## src/hdl/scfcb_pkg.sv

```systemverilog
// Package with frame constants, shared types and the CRC-16 byte update.
`timescale 1ns / 1ps

package scfcb_pkg;

    localparam int FRAME_BYTES = 24;
    localparam int CRC_FIRST   = 4;
    localparam int CRC_LENGTH  = 18;

    localparam int POS_W = $clog2(FRAME_BYTES);

    localparam logic [15:0] CRC_INIT      = 16'hFFFF;
    localparam logic [15:0] CRC_POLY_REFL = 16'hA001;

    localparam logic [POS_W-1:0] POS_CRC_LO = POS_W'(FRAME_BYTES - 2);
    localparam logic [POS_W-1:0] POS_CRC_HI = POS_W'(FRAME_BYTES - 1);

    localparam int TDATA_OUT_W = 32;

    typedef enum logic
    {
        MODE_BUILD = 1'b0,
        MODE_CHECK = 1'b1
    } frame_mode_t;

    typedef struct packed
    {
        frame_mode_t req_type;
        logic [7:0]  data_byte;
    } item_t;

    typedef struct packed
    {
        logic [15:0] crc_running;
        logic        crc_ok;
        logic        last_byte;
        logic [4:0]  byte_index;
        logic [7:0]  out_byte;
    } result_t;

    // One reflected CRC-16/MODBUS byte step.
    function automatic logic [15:0] crc16_update(input logic [15:0] crc, input logic [7:0] b);
        logic [15:0] c;
        c = crc ^ {8'h00, b};
        for (int k = 0; k < 8; k++)
        begin
            if (c[0])
            begin
                c = (c >> 1) ^ CRC_POLY_REFL;
            end
            else
            begin
                c = c >> 1;
            end
        end
        return c;
    endfunction

    // Byte lies inside the covered span and ahead of the CRC bytes.
    function automatic logic crc_covered(input logic [POS_W-1:0] p);
        return (32'(p) >= 32'(CRC_FIRST))
            && (32'(p) < 32'(CRC_FIRST + CRC_LENGTH))
            && (32'(p) < 32'(FRAME_BYTES - 2));
    endfunction

endpackage

```

## src/hdl/scfcb_frame_core.sv

```systemverilog
// Frame position, mode and CRC state with the per-byte result logic.
`timescale 1ns / 1ps

module scfcb_frame_core
(
    input  logic               clk,
    input  logic               rst_n,
    input  logic               advance,
    input  scfcb_pkg::item_t   item,
    output scfcb_pkg::result_t result
);

    logic [scfcb_pkg::POS_W-1:0] position_reg;
    logic [scfcb_pkg::POS_W-1:0] position_next;
    logic [15:0]                 crc_reg;
    logic [15:0]                 crc_next;
    logic [7:0]                  rx_low_reg;
    logic [7:0]                  rx_low_next;
    scfcb_pkg::frame_mode_t      mode_reg;
    scfcb_pkg::frame_mode_t      mode_next;

    logic        frame_start;
    logic [15:0] crc_base;

    always_comb
    begin
        frame_start = (position_reg == '0);
        mode_next   = frame_start ? item.req_type : mode_reg;
        crc_base    = frame_start ? scfcb_pkg::CRC_INIT : crc_reg;
        crc_next    = scfcb_pkg::crc_covered(position_reg)
                    ? scfcb_pkg::crc16_update(crc_base, item.data_byte) : crc_base;

        rx_low_next = rx_low_reg;
        result.out_byte    = item.data_byte;
        result.byte_index  = 5'(position_reg);
        result.last_byte   = 1'b0;
        result.crc_ok      = 1'b0;
        result.crc_running = crc_next;

        if (position_reg == scfcb_pkg::POS_CRC_LO)
        begin
            if (mode_next == scfcb_pkg::MODE_BUILD)
            begin
                result.out_byte = crc_next[7:0];
            end
            else
            begin
                rx_low_next = item.data_byte;
            end
        end
        else if (position_reg == scfcb_pkg::POS_CRC_HI)
        begin
            result.last_byte = 1'b1;
            if (mode_next == scfcb_pkg::MODE_BUILD)
            begin
                result.out_byte = crc_next[15:8];
            end
            else
            begin
                result.crc_ok = ({item.data_byte, rx_low_reg} == crc_next);
            end
        end

        // wrap after the last byte
        if (position_reg >= scfcb_pkg::POS_CRC_HI)
        begin
            position_next = '0;
        end
        else
        begin
            position_next = position_reg + 1'b1;
        end
    end

    always_ff @(posedge clk or negedge rst_n)
    begin
        if (!rst_n)
        begin
            position_reg <= '0;
            crc_reg      <= scfcb_pkg::CRC_INIT;
            rx_low_reg   <= 8'h00;
            mode_reg     <= scfcb_pkg::MODE_BUILD;
        end
        else if (advance)
        begin
            position_reg <= position_next;
            crc_reg      <= crc_next;
            rx_low_reg   <= rx_low_next;
            mode_reg     <= mode_next;
        end
    end

endmodule

```

## config.mk

```make
export PLATFORM = sky130hd
export DESIGN_NAME = scfcb_frame_core
export DESIGN_NICKNAME = d
export VERILOG_FILES = /design/src/hdl/scfcb_pkg.sv /design/src/hdl/scfcb_frame_core.sv
export SDC_FILE = /design/constraint.sdc
export NUM_CORES = 1
export LEC_CHECK = 0
export ABC_AREA = 1
export BUFFER_PORTS_ARGS = -buffer_cell sky130_fd_sc_hd__buf_2
export CAP_MARGIN = 20
export CORE_MARGIN = 1.5
export CORE_UTILIZATION = 53
export CTS_CLUSTER_SIZE = 8
export DETAILED_ROUTE_END_ITERATION = 8
export PLACE_DENSITY = 0.75
export SYNTH_ARGS = -nofsm -noshare
export SYNTH_HDL_FRONTEND = slang
export SYNTH_SLANG_ARGS = --single-unit
```

## constraint.sdc

```tcl
create_clock -name clk -period 3.6 [get_ports clk]
set_input_delay 0.72 -clock clk [delete_from_list [all_inputs] [get_ports clk]]
set_output_delay 0.72 -clock clk [all_outputs]
set_load 0.02 [all_outputs]
```

### After elaboration in Yosys (flattened, before gate mapping)

Index checks and enable logic that the tools add are counted.

* register bits: 30
* bits of input ports: 12
* output and inout port bits: 31

* add/subtract/negate cells: 1
* $lt $le $gt $ge: 3
* equality and inequality tests: 3
* muxes and demuxes: 19
* bitwise logic cells: 9
* reductions and logical operators: 4

Operator list (number)
* $mux 16: 10
* $mux 8: 4
* $not 2->3: 8
* $eq 16x16->1: 1
* $xor 16x8->16: 1
* $eq 5x5->1 const B: 2
* $add 5x1->5 const B: 1
* $ge 5x3->1 const B: 1
* $ge 5x5->1 const B: 1
* $logic_not 5->1: 1
* $lt 5x5->1 const B: 1
* $mux 5: 1
* $mux 2: 2
* $reduce_and 3->1: 1
* $logic_and 1x1->1: 2
* $mux 1: 2

### Longest topological paths before layout

Gate-level depths: netlist of the first run.

* word-level depth: 24
* gate-level depth with buffers: 24
* gate-level depth less buffers: 23

### Least setup slack after synthesis of the first run

Ideal clock, no wire load.

* path kind: register -> output
* from: register position_reg[0] (netlist name)
* to: output port result[14] (netlist name)
* arrival time: 2.545 ns
* setup slack: 0.335 ns
* stages on the path, launching flop included: 23
* cell sequence: dfrtp_1 > inv_1 > ha_1 > inv_1 > nor2_4 > nand2_4 > buf_6 > nand2_1 > nand2_1 > nand2_1 > nand2_1 > nand2_1 > nor2_1 > nand2_1 > nor2_1 > nand3_1 > nor2_1 > nand2_1 > nor2_1 > nand2_1 > nor2_1 > nand3_1 > nor2_1

RTL lines
* start, declared: line scfcb_frame_core.sv:13 `logic [scfcb_pkg::POS_W-1:0] position_reg;`
* start signal, assigned: line scfcb_frame_core.sv:86 `position_reg <= position_next;`
* end, declared: line scfcb_frame_core.sv:10 `output scfcb_pkg::result_t result`

==> results.tsv, run 1 <==
stage	metric	value	unit
run_status	status	complete, but fails checks	
run_status	violations	negative setup slack	
critical_path	max_stage_delay	0.41	ns
detailed_routing	drtPass1Iterations	5	
grt	grt_pass1_vias	2606	
die	die_w	74.8	um
cts	ctsHtreeMaxLevel	2	
synthesis	syn-instance-count	457	
sta	slew_headroom	54.0	%
cts	tritoncts	yes	
finish	largest_reg_flops	16	
grt	met2_usage	46.8	%
die	num_rows	25	
synthesis	yosysUniqueCellTypes	27	
sta	finalSetupTns	-0.128	ns
grt	grt_max_degree	36	
die	num_io_pins	43	
synthesis	ys_ff_latch	30	
synthesis	avgSynthCellArea	5.98	sq um
cts	numCtsBuffers	5	
sta	rsz0062_at_grt	yes	
critical_path	cpLargestDelayFamily	simple AND/OR/NAND/NOR gates	
grt	antenna_found_initial	0	
sta	setup_slack	-0.118	ns
finish	nNetsFinal	529	
finish	drive_above_1_share	30.6	%
placed_design	port_buffers	42	
finish	multi_input_area	1880	sq um
cts	cts.clk_slew.worst_paths	0.07	ns
detailed_routing	antenna_left	0	
detailed_routing	drc_errors	0	
synthesis	yosys_warnings	0	
detailed_routing	drt_iter0_drc	272	
grt	overflow	0	
grt	grt_pass1_wl	12500	um
sta	holdWs	0.466	ns
finish	seqCellArea	771	sq um
critical_path	worstSetupEndpointType	output pin	
sta	setup_viol	3	
cts	cts.sinks	30	
critical_path	cp_max_fo	5	
sta	fmax	0.269	GHz
finish	n_antenna_cell	0	
finish	final_common_cell	nand2_1	
grt	grtUsageTotal	29.6	%
sta	finalClockSkew	0.00800	ns
cts	root_buffer	clkbuf_8	
placed_design	dp_hpwl	5440	um
die	die_y	74.8	um
placed_design	dp_slack	0.151	ns
sta	finalCriticalPeriod	3.72	ns
hold_path	holdCritPathClass	input port to async pin	
finish	syn2layout_area_growth	24.5	%
die	coreArea	4850	sq um
sta	slew_viol_final	0	
die	die_area	5600	sq um
critical_path	crit_slowest_cell	dfrtp_1	
grt	grt.busiest_layer	met2	
cts	clockBufferDepth	2	
critical_path	path_buf_inv	3	
synthesis	ys_seq_area_share	28.2	%
die	initial_core_util	56.4	%
sta	hold_viol	0	
finish	n_fill_cell	414	
placed_design	gp_congestion	0.961	
critical_path	crit_type	flop to output pin	
grt	use_met3	5.89	%
critical_path	cp_data_required_time	2.88	ns
grt	gr-usage-met1	40.6	%
finish	fin_util	70.2	%
critical_path	path_cells	inv_2 -> ha_4 -> inv_2 -> nor2_4 -> nand2_4 -> nand2_1 -> nand2_1 -> nand3_1 -> nand2_1 -> nor2_1 -> nand2_1 -> nor2_1 -> nand3_1 -> nor2_1 -> nand2_1 -> nor2_1 -> nand2_1 -> nor2_1 -> nand3_1 -> nor2_1 -> buf_4	
critical_path	arrival	3.00	ns
cts	clk_latency	0.29	ns
detailed_routing	vias	3196	
sta	period_share	103	%
synthesis	syn-num-nets	471	
flow_run	maxCapViolCount	0	
critical_path	cp-start-kind	flop	
finish	final_cell_mix	nand2_1 (148), o21ai_0 (50), nand3_1 (49), inv_1 (45), buf_2 (39)	
detailed_routing	wl_per_cell	14.2	um
sta	tightest_slew	0.689	ns
detailed_routing	via_per_inst	5.48	
detailed_routing	wl	8270	um
synthesis	netlist_area	2730	sq um
==> per-stage QoR <==
step / cell area [sq um] / cells
after floorplan: 2730 / 457
after global placement: 2970 / 559
after detailed placement: 2970 / 559
after CTS: 3240 / 577
after global routing: 3400 / 583
final: 3400 / 583
==> per-layer routing <==
metal / part of all wire (%) / vias to the layer above
met4: 1.9 / 0
met5: 0 / -
met2: 47 / 152
met1: 44 / 1446
met3: 7.3 / 20
li1: - / 1578
==> cell type report <==
| cell class | count | share of cell area (%) |
|---|---|---|
| Tap cell | 67 | 2.46 |
| Clock buffer | 7 | 2.54 |
| Clock inverter | 1 | 0.147 |
| Sequential cell | 30 | 22.6 |
| Inverter | 53 | 5.84 |
| Multi-Input combinational cell | 362 | 55.2 |
| Timing Repair Buffer | 63 | 11.1 |
==> repair_timing <==
action	in CTS	in global routing
hold buffers	0	0
resized for setup	29	35
pin swaps	2	30
gates cloned	3	0
setup endpoints to repair	3	11
buffers inserted	7	6
==> cells in the mapped netlist <==
cell type    n  area [sq um]
clkbuf_1     4          15.0
nor2_4       3          33.8
o21bai_1     2          15.0
buf_12       2          40.0
inv_1       51           191
nand2_2     10          62.6
nor2_1      29           109
nand3_1     58           290
buf_2        2          10.0
dfrtp_1     14           350
buf_4        2          15.0
inv_2        1          3.75
o21ai_1      3          15.0
dfstp_2     16           420
buf_1        2          7.51
ha_1         2          25.0
a31oi_1      3          18.8
buf_6        3          33.8
nand2_1    176           661
xor2_1       1          8.76
o21ai_0     51           255
nand2_4      5          56.3
a21oi_1     11          55.1
nor3_1       2          10.0
clkinv_1     1          3.75
nor3_2       1          10.0
o21ai_2      2          17.5
==> path summary, 6_finish.rpt <==
path | to | slack [ns] | startpoint | cells after the start
max | result[14] | -0.12 | position_reg[1] | 21
min | rx_low_reg[2] | 0.47 | rst_n | 1
max reg2reg | rx_low_reg[0] | 0.69 | position_reg[1] | 13
min reg2reg | mode_reg | 0.49 | mode_reg | 2
max in group asynchronous | mode_reg | 2.69 | rst_n | 1
min in group clk | mode_reg | 0.49 | mode_reg | 2
==> cells by family (layout without fill, tap and decap cells) <==
kind of cell / after synthesis / after routing / synth area share, %
DFF: 30 / 30 / 28.2
xor gates and xnor gates: 1 / 1 / 0.320
adders and majority gates: 2 / 2 / 0.915
buffers and inverters: 68 / 124 / 11.7
and+or+nand+nor: 284 / 287 / 45.1
AOI/OAI and AO/OA: 72 / 72 / 13.8
Power of run 1 is not shown: default switching activity piles up to over one toggle a cycle in this logic, so the estimate is an artifact.
==> run 2: changes to the inputs <==
Settings changed: CORE_MARGIN 1.5 to 5.
==> run 2 against run 1 <==
Effect of this change: the flow still finishes with violations (negative setup slack); sequential share of layout area shrank 0.13 points; flip-flop and latch count unchanged; cell area up 0.59%; worst hold slack got worse by 0.0024 ns; final cell count grew 0.51%; fmax shrank 2.0%; clock skew fell by 0.0046 ns; die area increased by 20%; non-clock buffer count shrank 2; critical path type unchanged.
==> results.tsv, run 2 (synthesized netlist as in run 1, its figures left out) <==
stage	metric	value	unit	change
detailed_routing	wl_per_cell	15.2	um	+7.4%
grt	grt_pass1_wl	14600	um	+17%
cts	tritoncts	yes		
cts	ctsHtreeMaxLevel	2		unchanged
finish	nNetsFinal	529		unchanged
sta	slew_headroom	52.7	%	-1.4 points
finish	final_common_cell	nand2_1		
cts	cts.sinks	30		unchanged
die	initial_core_util	53.9	%	-2.5 points
sta	fmax	0.263	GHz	-2.0%
sta	rsz0062_at_grt	yes		
sta	setup_viol	4		+1
critical_path	cp_max_fo	9		+4
detailed_routing	antenna_left	0		unchanged
critical_path	crit_slowest_cell	dfrtp_1		
finish	seqCellArea	771	sq um	unchanged
critical_path	crit_type	flop to output pin		
detailed_routing	wl	8930	um	+8.0%
critical_path	max_stage_delay	0.39	ns	-0.02 ns
critical_path	path_buf_inv	4		+1
detailed_routing	drc_errors	0		unchanged
critical_path	worstReg2RegStart	position_reg[0]		
critical_path	path_cells	inv_2 -> ha_4 -> inv_2 -> nor2_4 -> nand2_8 -> nand3_1 -> nand2_2 -> nand2_1 -> nand2_2 -> buf_4 -> nand2_1 -> nand3_1 -> nand2_1 -> nand3_1 -> nor2_1 -> nand2_1 -> nor2_1 -> nand2_1 -> nor2_1 -> nand3_1 -> nor2_1 -> buf_4		
grt	grt_max_degree	31		-14%
cts	numCtsBuffers	5		unchanged
sta	finalClockSkew	0.00337	ns	-0.00463 ns
finish	largest_reg_flops	16		unchanged
critical_path	path_common_cell	nand2_1		
sta	period_share	105	%	+2.1 points
finish	multi_input_area	1900	sq um	+0.80%
hold_path	holdCritPathClass	input port to async pin		
finish	n_antenna_cell	0		unchanged
finish	final_cell_mix	nand2_1 (141), nand3_1 (52), o21ai_0 (50), inv_1 (45), buf_2 (39)		
flow_run	maxCapViolCount	0		unchanged
die	die_w	81.8	um	+9.4%
cts	clockBufferDepth	2		unchanged
grt	overflow	0		unchanged
die	die_y	81.8	um	+9.4%
die	coreArea	5070	sq um	+4.7%
finish	drive_above_1_share	31.2	%	+0.58 points
critical_path	cp_data_required_time	2.88	ns	about the same
cts	root_buffer	clkbuf_8		
finish	syn2layout_area_growth	25.3	%	
run_status	violations	negative setup slack		
grt	antenna_found_initial	0		unchanged
sta	tightest_slew	0.708	ns	+0.0188 ns
finish	n_fill_cell	470		+14%
detailed_routing	via_per_inst	5.64		+2.8%
die	num_io_pins	43		unchanged
critical_path	cpLargestDelayFamily	simple AND/OR/NAND/NOR gates		
critical_path	cp-start-kind	flop		
placed_design	port_buffers	42		unchanged
placed_design	placedCellCount	558		-0.18%
detailed_routing	vias	3304		+3.4%
critical_path	worstSetupEndpointType	output pin		
detailed_routing	drtPass1Iterations	5		unchanged
die	die_area	6690	sq um	+20%
cts	cts.clk_slew.worst_paths	0.07	ns	about the same
cts	clk_latency	0.30	ns	about the same
finish	fin_cells	586		+0.51%
placed_design	gp_congestion	0.913		-5.0%
critical_path	startpoint	position_reg[0]		
sta	slew_viol_final	0		unchanged
detailed_routing	drt_iter0_drc	279		+2.6%
placed_design	dp_slack	0.161	ns	+0.00946 ns
grt	grtUsageTotal	28.1	%	-1.5 points
sta	setup_slack	-0.196	ns	-0.0772 ns
run_status	status	complete, but fails checks		
grt	grt_pass1_vias	3137		+20%
die	num_rows	26		+4.0%
placed_design	dp_hpwl	5730	um	+5.3%
critical_path	arrival	3.08	ns	+0.08 ns
sta	finalCriticalPeriod	3.80	ns	+0.0772 ns
sta	hold_viol	0		unchanged
-- run 2: cell types whose count changed in the layout (fill, tap and decap cells not counted), sizes merged --
cell,change
clkinvlp,+2
buf,-2
inv,-1
nand2,+1
-- run 2: final timing paths --
check / slack (ns) / end / depth (start not counted)
setup / recovery: -0.20 / result[14] / 22
hold / removal: 0.46 / rx_low_reg[2] / 1
setup reg to reg: 0.69 / rx_low_reg[5] / 10
hold reg to reg: 0.49 / crc_reg[8] / 2
max in group asynchronous: 2.68 / mode_reg / 1
min in group clk: 0.49 / crc_reg[8] / 2
-- run 2: per-stage QoR --
step	area (sq um)	utilization [%]	hold WS [ns]	setup TNS [ns]
2_1_floorplan	2730	-	0.424	0
3_3_place_gp	2940	57.9	0.470	0
3_5_place_dp	2940	57.9	0.484	0
4_1_cts	3290	64.9	0.495	-0.0359
5_1_grt	3420	67.5	0.508	-1.16
6_report	3420	67.5	0.464	-0.393
-- run 2: routing by layer --
layer	vias to the layer above	GRT usage, %	wire [um]
li1	1570	-	-
met4	0	11.1	310
met2	172	46.7	4160
met3	39	6.14	720
met5	-	0	0
met1	1523	35.4	3740
-- run 2: repair_timing --
item | in CTS | in global routing
gates cloned | 4 | 1
pin swaps | 16 | 14
hold buffers | 0 | 0
buffers inserted | 11 | 4
endpoints found under the setup margin | 7 | 11
resized for setup | 40 | 30
-- run 2: final cells by class --
cell class | count | share of cell area [%]
clock buffer | 7 | 2.52
clock inverter | 1 | 0.146
multi-input combinational | 363 | 55.4
sequential | 30 | 22.5
inverter | 53 | 5.92
tap | 70 | 2.56
timing repair inverter | 1 | 0.146
timing repair buffer | 61 | 10.9
Power of run 2 is left out for the same reason.
==> run 3: changes to the inputs <==
Settings changed: BUFFER_PORTS_ARGS -buffer_cell sky130_fd_sc_hd__buf_2 to unset, DONT_BUFFER_PORTS set to 1, PLACE_DENSITY 0.75 to 0.68.
==> run 3 against run 2 <==
Effect of this change: the run still ends with negative setup slack left; setup slack better by 0.16 ns; global-route usage fell by 2.5 points; register-to-register slack better by 0.02 ns; highest routed layer unchanged; critical path type unchanged; non-clock buffer count is 35 lower; wire length is 12% lower; flip-flop and latch count unchanged; via count is 11% lower; first-iteration DRC count shrank 48%.
==> results.tsv, run 3 (synthesized netlist as in run 1, its figures left out) <==
stage	metric	value	unit	change
run_status	status	complete, but fails checks		
run_status	violations	negative setup slack		
die	coreArea	5070	sq um	unchanged
detailed_routing	antenna_left	0		unchanged
cts	root_buffer	clkbuf_8		
critical_path	crit_type	flop to output pin		
placed_design	dpl-instance-area	2890	sq um	-1.8%
detailed_routing	via_per_inst	5.36		-5.0%
critical_path	cp-start-kind	flop		
detailed_routing	drt_iter0_drc	145		-48%
finish	largest_reg_flops	16		unchanged
sta	setup_slack	-0.0319	ns	+0.164 ns
finish	final_cell_mix	nand2_1 (173), nand3_1 (57), inv_1 (51), o21ai_0 (51), nor2_1 (29)		
finish	stdcell_area	3030	sq um	-11%
finish	final_common_cell	nand2_1		
cts	cts.clk_slew.worst_paths	0.07	ns	about the same
sta	setup_viol	1		-3
finish	n_antenna_cell	0		unchanged
placed_design	dp_slack	0.202	ns	+0.0413 ns
grt	grt_pass1_vias	2787		-11%
grt	grtUsageTotal	25.6	%	-2.5 points
placed_design	port_buffers	0		-100%
grt	overflow	0		unchanged
detailed_routing	wl	7850	um	-12%
cts	clk_latency	0.29	ns	about the same
sta	hold_viol	0		unchanged
cts	ctsHtreeMaxLevel	2		unchanged
die	die_area	6690	sq um	unchanged
detailed_routing	drtPass1Iterations	4		-1
sta	rsz0062_at_grt	yes		
cts	tritoncts	yes		
sta	fmax	0.275	GHz	+4.5%
critical_path	cp_data_required_time	2.88	ns	about the same
finish	nNetsFinal	490		-7.4%
sta	tightest_slew	0.639	ns	-0.0696 ns
die	initial_core_util	53.9	%	unchanged
sta	period_share	101	%	-4.5 points
flow_run	maxCapViolCount	0		unchanged
grt	antenna_found_initial	0		unchanged
die	num_io_pins	43		unchanged
cts	cts.sinks	30		unchanged
detailed_routing	drc_errors	0		unchanged
critical_path	worstSetupEndpointType	output pin		
detailed_routing	vias	2931		-11%
grt	grt_max_degree	36		+16%
sta	finalClockSkew	0.00579	ns	+0.00242 ns
sta	slew_headroom	57.3	%	+4.7 points
placed_design	gp_congestion	0.920		+0.76%
cts	cts_hold_buf	0		unchanged
die	die_y	81.8	um	unchanged
placed_design	dp_hpwl	5570	um	-2.7%
placed_design	placedCellCount	537		-3.8%
sta	slew_viol_final	0		unchanged
detailed_routing	wl_per_cell	14.4	um	-5.8%
critical_path	arrival	2.91	ns	-0.17 ns
hold_path	holdCritPathClass	input port to async pin		
die	num_rows	26		unchanged
critical_path	cp_max_fo	17		+8
finish	fin_cells	547		-6.7%
die	die_w	81.8	um	unchanged
sta	finalCriticalPeriod	3.63	ns	-0.164 ns
finish	syn2layout_area_growth	10.9	%	
cts	clockBufferDepth	2		unchanged
grt	grt_pass1_wl	13100	um	-10%
finish	drive_above_1_share	16.6	%	-15 points
cts	numCtsBuffers	5		unchanged
==> run 3: metal layers <==
layer | global-route usage [%] | vias up | share of wire, %
met5 | 0 | - | 0
met2 | 44.0 | 99 | 48
met4 | 7.81 | 0 | 1.9
met3 | 5.59 | 12 | 7.8
met1 | 31.9 | 1330 | 43
li1 | - | 1490 | -
==> run 3: worst max-delay path: stages, from the launching register on <==
cell     delay (ns)
dfrtp_1        0.38
inv_1          0.10
ha_1           0.15
inv_1          0.06
nor2_4         0.21
nand2_8        0.14
nand2_1        0.13
nand2_1        0.06
nand2_1        0.12
nand2_1        0.07
nand2_1        0.10
nand2_1        0.06
nand2_1        0.08
inv_1          0.05
nand2_2        0.09
nand3_1        0.13
nand3_1        0.11
nand3_1        0.12
o21ai_4        0.14
nor2_1         0.07
nor2_1         0.11
buf_4          0.14
==> run 3: final cells by class <==
class                   count  area, sq um
inverters                  53          199
clock buffers               6         82.6
multi-input cells         360         1680
repair buffers             26          195
clock inverters             2         12.5
well taps                  70         87.6
flip-flops and latches     30          773
fillers                   505         2040
==> run 3: per-stage QoR <==
step / TNS [ns] / utilization (%) / hold WS (ns)
CTS: -0.0202 / 59.6 / 0.113
finish: -0.0319 / 59.8 / 0.120
detailed placement: 0 / 56.9 / 0.425
floorplan: 0 / - / 0.424
global route: -1.09 / 59.8 / 0.101
global placement: 0 / 56.9 / 0.425
==> run 3: path summary, 6_finish.rpt <==
kind	from	cells past startpoint	end	slack, ns
max	position_reg[0]	21	result[14]	-0.03
min	rst_n	0	position_reg[2]	0.12
max reg2reg	position_reg[0]	11	rx_low_reg[7]	0.71
min reg2reg	rx_low_reg[0]	2	rx_low_reg[0]	0.49
max in group asynchronous	rst_n	0	crc_reg[11]	3.29
min in group clk	advance	1	crc_reg[6]	0.49
==> run 3: what timing repair did <==
action,4_1_cts,5_1_grt
cloned,1,0
gates resized for setup,6,2
setup buffers,1,0
pin swaps,2,1
setup endpoints to repair,4,5
hold endpoints to repair,0,0
Power of run 3 is left out for the same reason.
